File: src/sv/tcdp_pkg.sv
// Shared constants and controller/datapath interface types for the trellis decode dot product.
package tcdp_pkg;

	localparam logic [3:0]  BITS_RESET = 4'd4;
	localparam logic [31:0] HASH_MUL   = 32'd89226354;
	localparam logic [31:0] HASH_ADD   = 32'd64248484;
	localparam logic [31:0] HASH_MASK  = 32'h8fff8fff;
	localparam logic [31:0] HASH_XOR   = 32'h3b603b60;
	localparam logic [31:0] FP32_QNAN  = 32'hffc00000;
	localparam logic [31:0] FP32_QBIT  = 32'h00400000;

	// One step enable per datapath stage.
	typedef struct packed {
		logic capture;
		logic step_code;
		logic step_hash;
		logic step_wgt;
		logic step_mul;
		logic step_align;
		logic step_add;
		logic out_load;
	} cmd_t;

	typedef struct packed {
		logic last;
		logic out_free;
	} status_t;

endpackage

File: src/sv/tcdp_ctrl.sv
// Controller that steps one item through the decode and accumulate datapath.
module tcdp_ctrl (
	input  logic              clk,
	input  logic              arst_n,
	input  logic              in_valid,
	input  tcdp_pkg::status_t status,
	output tcdp_pkg::cmd_t    cmd,
	output logic              in_stall
);
	import tcdp_pkg::*;

	typedef enum logic [2:0] {
		ST_IDLE,
		ST_CODE,
		ST_HASH,
		ST_WGT,
		ST_MUL,
		ST_ALIGN,
		ST_ADD,
		ST_OUT
	} state_t;

	state_t state_q;

	always_ff @(posedge clk or negedge arst_n) begin
		if (!arst_n) begin
			state_q <= ST_IDLE;
		end else begin
			case (state_q)
			ST_IDLE: begin
				if (in_valid) begin
					state_q <= ST_CODE;
				end
			end
			ST_CODE:  state_q <= ST_HASH;
			ST_HASH:  state_q <= ST_WGT;
			ST_WGT:   state_q <= ST_MUL;
			ST_MUL:   state_q <= ST_ALIGN;
			ST_ALIGN: state_q <= ST_ADD;
			ST_ADD: begin
				state_q <= status.last ? ST_OUT : ST_IDLE;
			end
			ST_OUT: begin
				// hold until the output register can take the result
				if (status.out_free) begin
					state_q <= ST_IDLE;
				end
			end
			default: state_q <= ST_IDLE;
			endcase
		end
	end

	assign in_stall = (state_q != ST_IDLE);

	always_comb begin
		cmd            = '0;
		cmd.capture    = (state_q == ST_IDLE) && in_valid;
		cmd.step_code  = (state_q == ST_CODE);
		cmd.step_hash  = (state_q == ST_HASH);
		cmd.step_wgt   = (state_q == ST_WGT);
		cmd.step_mul   = (state_q == ST_MUL);
		cmd.step_align = (state_q == ST_ALIGN);
		cmd.step_add   = (state_q == ST_ADD);
		cmd.out_load   = (state_q == ST_OUT) && status.out_free;
	end

endmodule

File: src/sv/tcdp_dpath.sv
// Datapath: code extraction, codebook decode, fp32 multiply-accumulate and fp16 output.
module tcdp_dpath (
	input  logic              clk,
	input  logic              arst_n,
	input  tcdp_pkg::cmd_t    cmd,
	output tcdp_pkg::status_t status,
	input  logic [3:0]        bits,
	input  logic [15:0]       activation,
	input  logic [31:0]       word_first,
	input  logic [31:0]       word_second,
	input  logic [3:0]        tile_row,
	input  logic [3:0]        tile_col,
	input  logic              last,
	output logic              out_valid,
	input  logic              out_stall,
	output logic [15:0]       dot_sum
);
	import tcdp_pkg::*;

	function automatic logic [15:0] f32_to_f16(input logic [31:0] f);
		logic              s;
		logic [7:0]        ex;
		logic [22:0]       man;
		logic signed [9:0] e;
		logic signed [9:0] shv;
		logic [47:0]       ext;
		logic [14:0]       h;
		logic              inc;
		s   = f[31];
		ex  = f[30:23];
		man = f[22:0];
		e   = $signed({2'b00, ex}) - 10'sd112;
		shv = 10'sd14 - e;
		h   = '0;
		inc = 1'b0;
		ext = '0;
		if (ex == 8'hff) begin
			h = (man == 23'd0) ? 15'h7c00 : {5'h1f, 1'b1, man[21:13]};
		end else if (e >= 10'sd31) begin
			h = 15'h7c00;
		end else if (e <= 10'sd0) begin
			if (e >= -10'sd10) begin
				ext = {1'b1, man, 24'd0} >> shv[4:0];
				h   = ext[38:24];
				inc = ext[23] & ((|ext[22:0]) | ext[24]);
			end
		end else begin
			h   = {e[4:0], man[22:13]};
			inc = man[12] & ((|man[11:0]) | man[13]);
		end
		return {s, h + {14'd0, inc}};
	endfunction

	// Captured item
	logic [15:0] act_q;
	logic [63:0] merged_q;
	logic [3:0]  row_q;
	logic [3:0]  col_q;
	logic        last_q;
	// Stage results
	logic [15:0] code_q;
	logic [31:0] hash_q;
	logic [15:0] wgt_q;
	logic [31:0] prod_q;
	logic        al_spec_q;
	logic [31:0] al_spec_val_q;
	logic        al_sb_q;
	logic        al_ss_q;
	logic [7:0]  al_e_q;
	logic [26:0] al_mb_q;
	logic [26:0] al_ms_q;
	logic [31:0] acc_q;
	logic        out_valid_q;
	logic [15:0] dot_sum_q;

	logic out_free;
	assign out_free = !out_valid_q || !out_stall;
	assign status.last     = last_q;
	assign status.out_free = out_free;
	assign out_valid = out_valid_q;
	assign dot_sum   = dot_sum_q;

	// Code extraction: shift is minus (p+1)*bits modulo 32
	logic [7:0]  pos;
	logic [4:0]  pos_p1;
	logic [8:0]  pos_mul;
	logic [4:0]  code_sh;
	logic [63:0] code_shifted;
	always_comb begin
		pos          = {col_q[2:0], row_q[2:1], col_q[3], row_q[3], row_q[0]};
		pos_p1       = pos[4:0] + 5'd1;
		pos_mul      = {4'd0, pos_p1} * {5'd0, bits};
		code_sh      = 5'd0 - pos_mul[4:0];
		code_shifted = merged_q >> code_sh;
	end

	// Hash
	logic [47:0] hprod;
	logic [31:0] hsum;
	always_comb begin
		hprod = {32'd0, code_q} * {16'd0, HASH_MUL};
		hsum  = hprod[31:0] + HASH_ADD;
	end

	// Weight: sum of two fp16 halves, exponents 12..15, in units of 2^-13
	logic [14:0]        lo_mag;
	logic [14:0]        hi_mag;
	logic signed [16:0] lo_sv;
	logic signed [16:0] hi_sv;
	logic signed [16:0] wsum;
	logic               w_sign;
	logic [14:0]        w_mag;
	logic [3:0]         w_lead;
	logic [18:0]        w_norm;
	logic               w_inc;
	logic [4:0]         w_exp;
	logic [15:0]        w_res;
	always_comb begin
		lo_mag = {4'd0, 1'b1, hash_q[9:0]} << hash_q[11:10];
		hi_mag = {4'd0, 1'b1, hash_q[25:16]} << hash_q[27:26];
		lo_sv  = hash_q[15] ? -$signed({2'b00, lo_mag}) : $signed({2'b00, lo_mag});
		hi_sv  = hash_q[31] ? -$signed({2'b00, hi_mag}) : $signed({2'b00, hi_mag});
		wsum   = lo_sv + hi_sv;
		w_sign = wsum[16];
		w_mag  = w_sign ? 15'(-wsum) : wsum[14:0];
		w_lead = '0;
		for (int i = 0; i < 15; i++) begin
			if (w_mag[i]) begin
				w_lead = 4'(i);
			end
		end
		if (w_lead <= 4'd10) begin
			w_norm = {w_mag, 4'd0} << (4'd10 - w_lead);
		end else begin
			w_norm = {w_mag, 4'd0} >> (w_lead - 4'd10);
		end
		w_inc = w_norm[3] & ((|w_norm[2:0]) | w_norm[4]);
		w_exp = {1'b0, w_lead} + 5'd2;
		if (w_mag == 15'd0) begin
			w_res = 16'd0;
		end else begin
			w_res = {w_sign, {w_exp, w_norm[13:4]} + {14'd0, w_inc}};
		end
	end

	// Product: exact fp32 of fp16 activation times fp16 weight
	logic        a_nan;
	logic        a_inf;
	logic [10:0] a_m;
	logic [4:0]  a_e;
	logic        w_zero;
	logic [21:0] pm;
	logic [4:0]  p_lead;
	logic [21:0] p_norm;
	logic [8:0]  p_exp;
	logic        p_sign;
	logic [31:0] p_res;
	always_comb begin
		a_nan  = (act_q[14:10] == 5'h1f) && (act_q[9:0] != 10'd0);
		a_inf  = (act_q[14:10] == 5'h1f) && (act_q[9:0] == 10'd0);
		a_m    = {act_q[14:10] != 5'd0, act_q[9:0]};
		a_e    = (act_q[14:10] == 5'd0) ? 5'd1 : act_q[14:10];
		w_zero = (wgt_q[14:0] == 15'd0);
		p_sign = act_q[15] ^ wgt_q[15];
		pm     = {11'd0, a_m} * {11'd0, 1'b1, wgt_q[9:0]};
		p_lead = '0;
		for (int i = 0; i < 22; i++) begin
			if (pm[i]) begin
				p_lead = 5'(i);
			end
		end
		p_norm = pm << (5'd21 - p_lead);
		p_exp  = {4'd0, p_lead} + {4'd0, a_e} + {4'd0, wgt_q[14:10]} + 9'd77;
		if (a_nan) begin
			p_res = {act_q[15], 8'hff, 1'b1, act_q[8:0], 13'd0};
		end else if (a_inf) begin
			p_res = w_zero ? FP32_QNAN : {p_sign, 8'hff, 23'd0};
		end else if (w_zero || a_m == 11'd0) begin
			p_res = {p_sign, 31'd0};
		end else begin
			p_res = {p_sign, p_exp[7:0], p_norm[20:0], 2'b00};
		end
	end

	// Align: order by magnitude, shift the smaller mantissa with sticky
	logic        x_nan;
	logic        x_inf;
	logic        y_nan;
	logic        y_inf;
	logic        spec;
	logic [31:0] spec_val;
	logic [31:0] big;
	logic [31:0] sml;
	logic [7:0]  eb;
	logic [7:0]  es;
	logic [7:0]  ed;
	logic [4:0]  dsh;
	logic [53:0] sext;
	always_comb begin
		x_nan = (acc_q[30:23] == 8'hff) && (acc_q[22:0] != 23'd0);
		x_inf = (acc_q[30:23] == 8'hff) && (acc_q[22:0] == 23'd0);
		y_nan = (prod_q[30:23] == 8'hff) && (prod_q[22:0] != 23'd0);
		y_inf = (prod_q[30:23] == 8'hff) && (prod_q[22:0] == 23'd0);
		spec  = x_nan || x_inf || y_nan || y_inf;
		if (x_nan) begin
			spec_val = acc_q | FP32_QBIT;
		end else if (y_nan) begin
			spec_val = prod_q | FP32_QBIT;
		end else if (x_inf) begin
			spec_val = (y_inf && (acc_q[31] != prod_q[31])) ? FP32_QNAN : acc_q;
		end else begin
			spec_val = prod_q;
		end
		if (acc_q[30:0] >= prod_q[30:0]) begin
			big = acc_q;
			sml = prod_q;
		end else begin
			big = prod_q;
			sml = acc_q;
		end
		eb   = (big[30:23] == 8'd0) ? 8'd1 : big[30:23];
		es   = (sml[30:23] == 8'd0) ? 8'd1 : sml[30:23];
		ed   = eb - es;
		dsh  = (ed > 8'd27) ? 5'd27 : ed[4:0];
		sext = {sml[30:23] != 8'd0, sml[22:0], 3'd0, 27'd0} >> dsh;
	end

	// Add, normalize, round to nearest even
	logic        sub;
	logic [27:0] asum;
	logic [4:0]  a_lead;
	logic [4:0]  lsh;
	logic [7:0]  lim;
	logic [26:0] an;
	logic [8:0]  ae9;
	logic [7:0]  afield;
	logic        a_inc;
	logic [30:0] around;
	logic [31:0] add_res;
	always_comb begin
		sub    = al_sb_q ^ al_ss_q;
		asum   = sub ? ({1'b0, al_mb_q} - {1'b0, al_ms_q}) : ({1'b0, al_mb_q} + {1'b0, al_ms_q});
		a_lead = '0;
		for (int i = 0; i < 27; i++) begin
			if (asum[i]) begin
				a_lead = 5'(i);
			end
		end
		lim = al_e_q - 8'd1;
		lsh = 5'd26 - a_lead;
		if ({3'd0, lsh} > lim) begin
			lsh = lim[4:0];
		end
		if (asum[27]) begin
			an  = {asum[27:2], asum[1] | asum[0]};
			ae9 = {1'b0, al_e_q} + 9'd1;
		end else begin
			an  = asum[26:0] << lsh;
			ae9 = {1'b0, al_e_q} - {4'd0, lsh};
		end
		afield = an[26] ? ae9[7:0] : 8'd0;
		a_inc  = an[2] & (an[1] | an[0] | an[3]);
		around = {afield, an[25:3]} + {30'd0, a_inc};
		if (al_spec_q) begin
			add_res = al_spec_val_q;
		end else if (asum == 28'd0) begin
			add_res = {al_sb_q & ~sub, 31'd0};
		end else if (ae9 >= 9'd255) begin
			add_res = {al_sb_q, 8'hff, 23'd0};
		end else begin
			add_res = {al_sb_q, around};
		end
	end

	always_ff @(posedge clk) begin
		if (cmd.capture) begin
			act_q    <= activation;
			merged_q <= {word_first, word_second};
			row_q    <= tile_row;
			col_q    <= tile_col;
			last_q   <= last;
		end
		if (cmd.step_code) begin
			code_q <= code_shifted[15:0];
		end
		if (cmd.step_hash) begin
			hash_q <= (hsum & HASH_MASK) ^ HASH_XOR;
		end
		if (cmd.step_wgt) begin
			wgt_q <= w_res;
		end
		if (cmd.step_mul) begin
			prod_q <= p_res;
		end
		if (cmd.step_align) begin
			al_spec_q     <= spec;
			al_spec_val_q <= spec_val;
			al_sb_q       <= big[31];
			al_ss_q       <= sml[31];
			al_e_q        <= eb;
			al_mb_q       <= {big[30:23] != 8'd0, big[22:0], 3'd0};
			al_ms_q       <= {sext[53:28], sext[27] | (|sext[26:0])};
		end
		if (cmd.out_load) begin
			dot_sum_q <= f32_to_f16(acc_q);
		end
	end

	always_ff @(posedge clk or negedge arst_n) begin
		if (!arst_n) begin
			acc_q       <= '0;
			out_valid_q <= 1'b0;
		end else begin
			if (cmd.out_load) begin
				acc_q <= '0;
			end else if (cmd.step_add) begin
				acc_q <= add_res;
			end
			if (cmd.out_load) begin
				out_valid_q <= 1'b1;
			end else if (!out_stall) begin
				out_valid_q <= 1'b0;
			end
		end
	end

	a_steps_exclusive: assert property (@(posedge clk) disable iff (!arst_n)
		$onehot0(cmd))
		else $error("more than one datapath step enabled");

	a_load_free: assert property (@(posedge clk) disable iff (!arst_n)
		cmd.out_load |-> !(out_valid_q && out_stall))
		else $error("result loaded over a stalled result");

	a_clear_after_out: assert property (@(posedge clk) disable iff (!arst_n)
		cmd.out_load |=> (acc_q == 32'd0) && out_valid_q)
		else $error("accumulator not cleared after result");

	a_capture_then_code: assert property (@(posedge clk) disable iff (!arst_n)
		cmd.capture |=> cmd.step_code)
		else $error("captured item not processed");

endmodule

File: src/sv/trellis_code_decode_dot_product.sv
// Top level of the trellis code decode dot product block.
//
// Input channel (in_valid / in_stall): one weight position per item with its
// fp16 activation, the two tile code words holding its code, and last.
// An item is taken when in_valid is high and in_stall is low.
// Each item runs through capture, code extract, hash, weight decode,
// multiply, align and add steps of one shared datapath: the next item is
// taken only after the previous one has finished its add step (and its
// output load when it had last set), since the fp32 accumulate feeds
// back into the following item. On last, the accumulator is rounded to fp16
// and loaded into the output register (out_valid / out_stall) after the add
// step, and the accumulator returns to +0.
// A stalled result holds; the block keeps taking items and only waits when
// a further result finds the output register still full.
// Configuration (cfg_valid / cfg_ready) writes bits_per_weight; cfg_ready is
// always high and writes belong to idle periods. A value of 0 acts as 1.
// Reset clears the accumulator, drops out_valid and sets bits_per_weight to 4.
module trellis_code_decode_dot_product (
	input  logic        clk,
	input  logic        arst_n,
	input  logic        cfg_valid,
	output logic        cfg_ready,
	input  logic [3:0]  cfg_data,
	input  logic        in_valid,
	output logic        in_stall,
	input  logic [15:0] activation,
	input  logic [31:0] word_first,
	input  logic [31:0] word_second,
	input  logic [3:0]  tile_row,
	input  logic [3:0]  tile_col,
	input  logic        last,
	output logic        out_valid,
	input  logic        out_stall,
	output logic [15:0] dot_sum
);
	import tcdp_pkg::*;

	logic [3:0] bits_q;
	logic [3:0] bits_eff;
	cmd_t       cmd;
	status_t    status;

	assign cfg_ready = 1'b1;

	always_ff @(posedge clk or negedge arst_n) begin
		if (!arst_n) begin
			bits_q <= BITS_RESET;
		end else if (cfg_valid && cfg_ready) begin
			bits_q <= cfg_data;
		end
	end

	// zero bits per weight saturates to one
	assign bits_eff = (bits_q == 4'd0) ? 4'd1 : bits_q;

	tcdp_ctrl u_ctrl (
		.clk      (clk),
		.arst_n   (arst_n),
		.in_valid (in_valid),
		.status   (status),
		.cmd      (cmd),
		.in_stall (in_stall)
	);

	tcdp_dpath u_dpath (
		.clk         (clk),
		.arst_n      (arst_n),
		.cmd         (cmd),
		.status      (status),
		.bits        (bits_eff),
		.activation  (activation),
		.word_first  (word_first),
		.word_second (word_second),
		.tile_row    (tile_row),
		.tile_col    (tile_col),
		.last        (last),
		.out_valid   (out_valid),
		.out_stall   (out_stall),
		.dot_sum     (dot_sum)
	);

endmodule

File: config.mk
export PLATFORM = sky130hd
export DESIGN_NAME = trellis_code_decode_dot_product
export DESIGN_NICKNAME = d
export VERILOG_FILES = /design/src/sv/tcdp_pkg.sv /design/src/sv/tcdp_ctrl.sv /design/src/sv/tcdp_dpath.sv /design/src/sv/trellis_code_decode_dot_product.sv
export SDC_FILE = /design/constraint.sdc
export NUM_CORES = 2
export LEC_CHECK = 0
export ABC_AREA = 1
export ABC_CLOCK_PERIOD_IN_PS = 23600
export BUFFER_PORTS_ARGS = -buffer_cell sky130_fd_sc_hd__buf_4
export CAP_MARGIN = 15
export CORE_ASPECT_RATIO = 0.6
export CORE_MARGIN = 2
export CORE_UTILIZATION = 65
export CTS_BUF_LIST = sky130_fd_sc_hd__clkbuf_8
export DETAILED_ROUTE_END_ITERATION = 8
export PLACE_DENSITY = 0.94
export SLEW_MARGIN = 10
export SYNTH_ARGS = -nofsm -noshare
export SYNTH_HDL_FRONTEND = slang
export SYNTH_SLANG_ARGS = --single-unit
File: constraint.sdc
create_clock -name clk -period 23.6 [get_ports clk]
set_input_delay 2.36 -clock clk [delete_from_list [all_inputs] [get_ports clk]]
set_output_delay 2.36 -clock clk [all_outputs]
set_load 0.05 [all_outputs]
# == After elaboration in Yosys (flattened, before gate mapping) ==
# Index checks and enable logic that the tools add are counted.
# totals
ff_bits,333
mem_count,0
output_inout_bits,19
romBits,0
wordCells,248
ramBits,0
latchBits,0
# op_classes
reduce_logical,42
div,0
n_shift,9
n_lt_le_gt_ge,8
n_mux,107
n_addsub,26
eq_ne,14
bitwise_logic,16
mul,3
# op_table
op,count
$mux 32,13
$mux 5,20
$mux 4,24
$mux 15,6
$shr 64x5->16,1
$mux 31,2
$shr 54x5->54,1
$shr 48x5->39,1
$logic_not 23->1,2
$reduce_bool 23->1,2
$mux 3,15
$mux 17,2
$neg 15->17,2
$add 32x26->32 const B,1
$add 31x1->31,1
$ge 31x31->1,1
$mul 16x26->31 const B,1
$add 15x1->15,2
$logic_not 15->1,2
$shl 11x2->15,2
$add 27x27->28,1
$logic_not 28->1,1
$mux 28,1
$sub 27x27->28,1
other kinds (70),120

# == Longest topological paths before layout ==
# logic_depth
word_depth,42
depth_mapped,70

# == Hierarchy ==
# From an unflattened synthesis, not the netlist that was laid out.
# hier_totals
cells_unflattened,5468
area_unflattened_um2,39344.0
# by_module_without_submodules
mod,area_each_um2,cells_each,seq_area_each_um2,instances
tcdp_dpath,38941.1,5410,8813.5,1
tcdp_ctrl,217.7,34,75.1,1
trellis_code_decode_dot_product,185.2,24,101.3,1

# == Worst setup path after synthesis ==
# No wires, ideal clock.
# synth_path
kind,register to register
start,reg u_dpath.act_q[5]
end,reg u_dpath.prod_q[28] (data pin)
slack_ns,15.463
synth_period_minus_slack_ns,8.137
path_stages_with_launch,43
arrival_time_ns,7.867
cell_sequence,edfxtp_1 > clkbuf_1 > nand2_1 > inv_1 > fa_1 > inv_1 > fa_1 > inv_1 > fa_1 > fa_1 > inv_1 > fa_1 > inv_1 > ha_1 > inv_1 > o31ai_1 > nand3_1 > nand2_1 > [... 7 more ...] > o21bai_1 > xor2_1 > nand2_1 > inv_1 > nand2_1 > inv_1 > clkbuf_1 > fa_1 > ha_1 > ha_1 > inv_1 > fa_1 > nor2_1 > nor2_1 > nor2_1 > nor2_1 > nor2_1 > o31ai_1
# synth_via
elab_chain_cells,23
elab_cells_between_ends,29
cone_classes,3 x add/sub; 1 x mul; 19 x mux; 6 x reduce/logical
# synth_lines
element,line,rtl
start: declaration,tcdp_dpath.sv:55,logic [15:0] act_q;
start signal: assignment,tcdp_dpath.sv:277,act_q <= activation;
$mul 11x11->22,tcdp_dpath.sv:165,"pm = {11'd0, a_m} * {11'd0, 1'b1, wgt_q[9:0]};"
$mux 3 (3 in a row),tcdp_dpath.sv:168,if (pm[i]) begin
$mux 4 (8 in a row),tcdp_dpath.sv:168,
$mux 5 (6 in a row),tcdp_dpath.sv:168,
$add 5x5->6,tcdp_dpath.sv:173,"p_exp = {4'd0, p_lead} + {4'd0, a_e} + {4'd0, wgt_q[14:10]} + 9'd77;"
$add 8x5->8,tcdp_dpath.sv:173,
$add 8x7->8,tcdp_dpath.sv:173,
$mux 31,tcdp_dpath.sv:178,end else if (w_zero || a_m == 11'd0) begin
$mux 32,tcdp_dpath.sv:176,end else if (a_inf) begin
end signal: assignment,tcdp_dpath.sv:293,prod_q <= p_res;
end: declaration,tcdp_dpath.sv:64,logic [31:0] prod_q;
# Parallel ways exist; a longest one is shown, timed or not.
# A chain may end at the register's enable or synchronous reset.

# == Final worst setup path ==
# layout_path
start,reg u_dpath.al_ms_q[3]
end,reg u_dpath.acc_q[9]
# layout_via
elab_chain_cells,40
elab_cells_between_ends,45
cone_classes,5 x add/sub; 2 x order compare; 1 x shift; 33 x mux; 3 x bitwise; 1 x reduce/logical
# layout_lines
element,line,rtl
start: declaration,tcdp_dpath.sv:71,logic [26:0] al_ms_q;
start signal: assignment,tcdp_dpath.sv:302,"al_ms_q <= {sext[53:28], sext[27] | (|sext[26:0])};"
$add 27x27->28 or $sub 27x27->28 (tied branches),tcdp_dpath.sv:242,"asum = sub ? ({1'b0, al_mb_q} - {1'b0, al_ms_q}) : ({1'b0, al_mb_q} + {1'b0, al_ms_q});"
$mux 28 (*),tcdp_dpath.sv:242,
$mux 2,tcdp_dpath.sv:245,if (asum[i]) begin
$mux 3 (4 in a row),tcdp_dpath.sv:245,
$mux 4 (8 in a row),tcdp_dpath.sv:245,
$mux 5 (11 in a row),tcdp_dpath.sv:245,
$sub 5x5->5,tcdp_dpath.sv:250,lsh = 5'd26 - a_lead;
$gt 5x8->1,tcdp_dpath.sv:251,"if ({3'd0, lsh} > lim) begin"
[... 3 more ...],--,
$or 1x1->1 (2 in a row),tcdp_dpath.sv:262,a_inc = an[2] & (an[1] | an[0] | an[3]);
$and 1x1->1,tcdp_dpath.sv:262,
$add 31x1->31,tcdp_dpath.sv:263,"around = {afield, an[25:3]} + {30'd0, a_inc};"
$mux 31,tcdp_dpath.sv:268,end else if (ae9 >= 9'd255) begin
$mux 32 (*),tcdp_dpath.sv:266,end else if (asum == 28'd0) begin
$mux 32 (*),tcdp_dpath.sv:264,if (al_spec_q) begin
$mux 32 (*),tcdp_dpath.sv:316,end else if (cmd.step_add) begin
$mux 32 (*),tcdp_dpath.sv:314,if (cmd.out_load) begin
end signal: assignment,tcdp_dpath.sv:317,acc_q <= add_res;
end: declaration,tcdp_dpath.sv:72,logic [31:0] acc_q;
# Every way passes the cells marked *; elsewhere a longest branch is shown, timed or not. The select of a mux whose other input is x is not followed.

==> results.txt <==
- Async set or reset register ratio after synthesis: about an eighth
- Clock latency on the worst-skew pair, taken at its later pin, is between 0.6 and 0.7 ns.
- The synthesized design contains approximately 310 register bits.
- Largest net degree at the start of global routing: ~120
- Initial Util: approximately two thirds
- Detailed-route wire length per cell: about 19 um
- HPWL after detailed placement: around 94 mm
* Setup repair after global routing missed its margin: no
- The floorplan step defined a core boundary enclosing around 60,000 um2.
- The synthesized netlist devotes 21.5% of its cell area to adder and majority cells.
- Type of destination of the critical path: flop
- During synthesis, Yosys emitted a total of 0 warnings.
* Floorplan die width: around 320 um
* Sequential element share of the synthesized area: roughly 23%
- Via count of the routed design: around 39,000
- Number of cells in the design after placement: roughly 6,200
- Cts bufs inserted: 49
- Timing would allow up to 0.0923 GHz.
- Synthesis produced a netlist with a net count of ~6,100.
- The number of antenna diodes in the final layout is 0.
- The die is about 190 um tall.
- Grt total ovfl: 0
* Combinational family with the most area after synthesis: simple AND/OR/NAND/NOR gates
* Die Area: 62,500 um2
- Number of nets at the end of the flow: 6,117
- After the flow finishes, the layout carries non-filler instances totaling around 6,300.
- Number of optimization iterations in the first detailed-route pass: 9
- Share of post-route cells with drive strength above 1: between 6 and 7%
* Post-Synth XOR/XNOR Area: between 4 and 5%
* Total setup buffers inserted after CTS: 0
- For this run, the slowest stage of the critical path takes around 0.57 ns.
- Post_cts resized: 0
* Fin. Hold Viols: 0
* Pins Over Slew Limit: 0
- Violated checks: design-rule violations
- Critical path arrival: 11.42 ns
* Maximum buffer depth of the clock tree: 3
* I/O Buffers: 95
- Number of cells traversed by the worst hold path: 2
- Number of violations of the max-capacitance limit: 0
* Time the worst path needs with I/O delays and setup: 10.83 ns
- Period utilization: between 40% and 50%
- After synthesis, the mean cell area works out to approximately 7.2 um2.
- In the global route stage, overall resource usage came out at a little under two fifths.
* Required time of the critical path: approximately 24 ns
- Wire length of the first global-routing pass: approximately 190 mm
- Synthesis produced a netlist whose cell count is roughly 5,500.
* Iteration-0 DRC count of the detailed router: between 6,000 and 7,000
* TritonCTS clock tree: yes
- Most frequently used flop master after synthesis: sky130_fd_sc_hd__edfxtp_1
* Area fraction in compound gates after synthesis: about 13%
* DRC errors left: 2
- The initial antenna violation count was 1.
- The worst hold path belongs to the class reg -> reg.
* Placer Congestion: between 1 and 1.5
- Antenna-violating nets left: 0
- Critical path class: reg -> reg
* Post-synthesis mux area share: about 1.9%
- Most frequent cell on the critical path: sky130_fd_sc_hd__nand2_1
- Share of synthesized cell area in and, or, nand and nor gates: about a quarter
* Number of hold buffers added after cts: 0
- The slowest stage of the critical path is the sky130_fd_sc_hd__inv_2 cell.
* Final setup skew: 0.0539 ns
- Summed over all layers, the routed wires come to about 120 mm.
* Root Driver: sky130_fd_sc_hd__clkbuf_8
* Synth-to-layout area growth: 5.27%
* Cell variety after synth: 76
- Yosys mapped a number of flops with a built-in enable equal to about 270.
- Depth of the CTS H-tree: 2
* Setup_tns: 0 ns
* Number of cells traversed by the worst register-to-register path: just over 50
* Via count of the first global-routing pass: ~36,000
* Final core utilization: 69.5%
- Normalized max-slew margin: approximately 17%
- For the pin with the worst max-slew slack, the measured transition is 1.24 ns.
- The synthesized netlist occupies a cell area of a little under 40,000 um2.
- Using the TritonRoute via totals, the vias-per-cell ratio works out to about 6.2.
* Number of clock sinks seen by CTS: around 300
- Kind of start point of the critical path: flop
* Reg clk slew, reported paths: around 0.07 ns
- about 120 I/O pins were placed.
- Run status: finished with violations
- Critical-path maximum fanout: 30
- The floorplan has 69 rows.
* Final-report setup violation count: 0
## cells in the mapped netlist, types with 55 or more instances
cell type | number | area [um2]
sky130_fd_sc_hd__xnor2_1 | 64 | 561
sky130_fd_sc_hd__clkbuf_1 | 154 | 578
sky130_fd_sc_hd__fa_1 | 202 | 4040
sky130_fd_sc_hd__xor2_1 | 124 | 1090
sky130_fd_sc_hd__nand3_1 | 398 | 1990
sky130_fd_sc_hd__edfxtp_1 | 266 | 7990
sky130_fd_sc_hd__nand2_1 | 1437 | 5390
sky130_fd_sc_hd__inv_1 | 868 | 3260
sky130_fd_sc_hd__ha_1 | 351 | 4390
sky130_fd_sc_hd__a21oi_1 | 188 | 941
sky130_fd_sc_hd__nor2_1 | 256 | 961
sky130_fd_sc_hd__mux2i_1 | 72 | 721
sky130_fd_sc_hd__o21ai_0 | 478 | 2390
sky130_fd_sc_hd__nor3_1 | 55 | 275
## flip-flops by register name, indices dropped and copies added, names as in the netlist, 8 cells and up
register	flops
u_dpath.al_spec_val_q	32
u_dpath.dot_sum	16
u_dpath.al_e_q	8
u_dpath.prod_q	30
u_dpath.hash_q	25
u_dpath.act_q	16
u_dpath.acc_q	32
u_dpath.al_ms_q	27
u_dpath.al_mb_q	24
u_dpath.wgt_q	16
u_dpath.code_q	16
u_dpath.merged_q	47
## path summary, 6_finish.rpt
kind | from | to | slack, ns
hold / removal | u_dpath.al_spec_val_q[7]$_DFFE_PP_ | u_dpath.acc_q[7]$_DFFE_PN0P_ | 0.48
setup reg to reg | u_dpath.al_ms_q[3]$_DFFE_PP_ | u_dpath.acc_q[9]$_DFFE_PN0P_ | 12.77
max in group asynchronous | arst_n | u_dpath.acc_q[1]$_DFFE_PN0P_ | 21.37
min in group asynchronous | arst_n | u_ctrl.state_q[0]$_DFFE_PN0P_ | 1.72
hold reg to reg | u_dpath.al_spec_val_q[7]$_DFFE_PP_ | u_dpath.acc_q[7]$_DFFE_PN0P_ | 0.48
setup / recovery | u_dpath.al_ms_q[3]$_DFFE_PP_ | u_dpath.acc_q[9]$_DFFE_PN0P_ | 12.77
## cell type report
type                       instances  area [um2]
timing repair buffer             124         951
clock inverter                    35         204
fill                            4466       18100
inverter                         913        3430
tap                              781         977
multi-input combinational       4072       26100
clock buffer                      54         743
sequential                       306        8990
## per-stage QoR
stage	area, um2	hold slack, ns	setup slack (ns)
5_1_grt	41300	0.530	11.96
4_1_cts	41300	0.478	13.22
6_report	41300	0.481	12.77
3_5_place_dp	40400	0.503	13.30
3_3_place_gp	40400	0.497	13.53
2_1_floorplan	39300	0.481	15.46
## cells in the final DEF, fill, tap and decap left out, types with 38 or more instances in the layout
master,n
sky130_fd_sc_hd__a21oi_1,188
sky130_fd_sc_hd__buf_4,123
sky130_fd_sc_hd__clkbuf_8,54
sky130_fd_sc_hd__dfrtp_1,39
sky130_fd_sc_hd__edfxtp_1,266
sky130_fd_sc_hd__fa_1,202
sky130_fd_sc_hd__ha_1,351
sky130_fd_sc_hd__inv_1,879
sky130_fd_sc_hd__mux2i_1,72
sky130_fd_sc_hd__nand2_1,1437
sky130_fd_sc_hd__nand2_2,39
sky130_fd_sc_hd__nand3_1,397
sky130_fd_sc_hd__nand4_1,45
sky130_fd_sc_hd__nor2_1,251
sky130_fd_sc_hd__nor3_1,54
sky130_fd_sc_hd__o21ai_0,477
sky130_fd_sc_hd__o21ai_1,38
sky130_fd_sc_hd__o22ai_1,45
sky130_fd_sc_hd__xnor2_1,64
sky130_fd_sc_hd__xor2_1,124
## critical path, delay by kind of cell (launching register included)
kind,cells,cell delay [ns]
AOI/OAI and AO/OA,17,3.64
xor gates and xnor gates,2,0.57
adders and majority gates,5,1.42
buffers and inverters,4,1.23
DFF,1,0.43
and+or+nand+nor,23,3.40
## routing by layer
layer	GRT usage [%]	wire, um	vias to the layer above
met3	13.3	19800	463
li1	-	-	17800
met2	53.7	47500	2975
met5	0.690	92	-
met1	53.4	47400	17700
met4	11.7	4570	4
## cells by family after synthesis
| kind of cell | count (synthesis) |
|---|---|
| simple gates | 2344 |
| xor+xnor | 196 |
| mux | 73 |
| flops | 306 |
| compound gates | 905 |
| fa+ha+maj | 553 |
| buf+inv | 1114 |
| other cells | 1 |
Power is not shown: default switching activity piles up to over one toggle a cycle in this logic, so the estimate is an artifact.
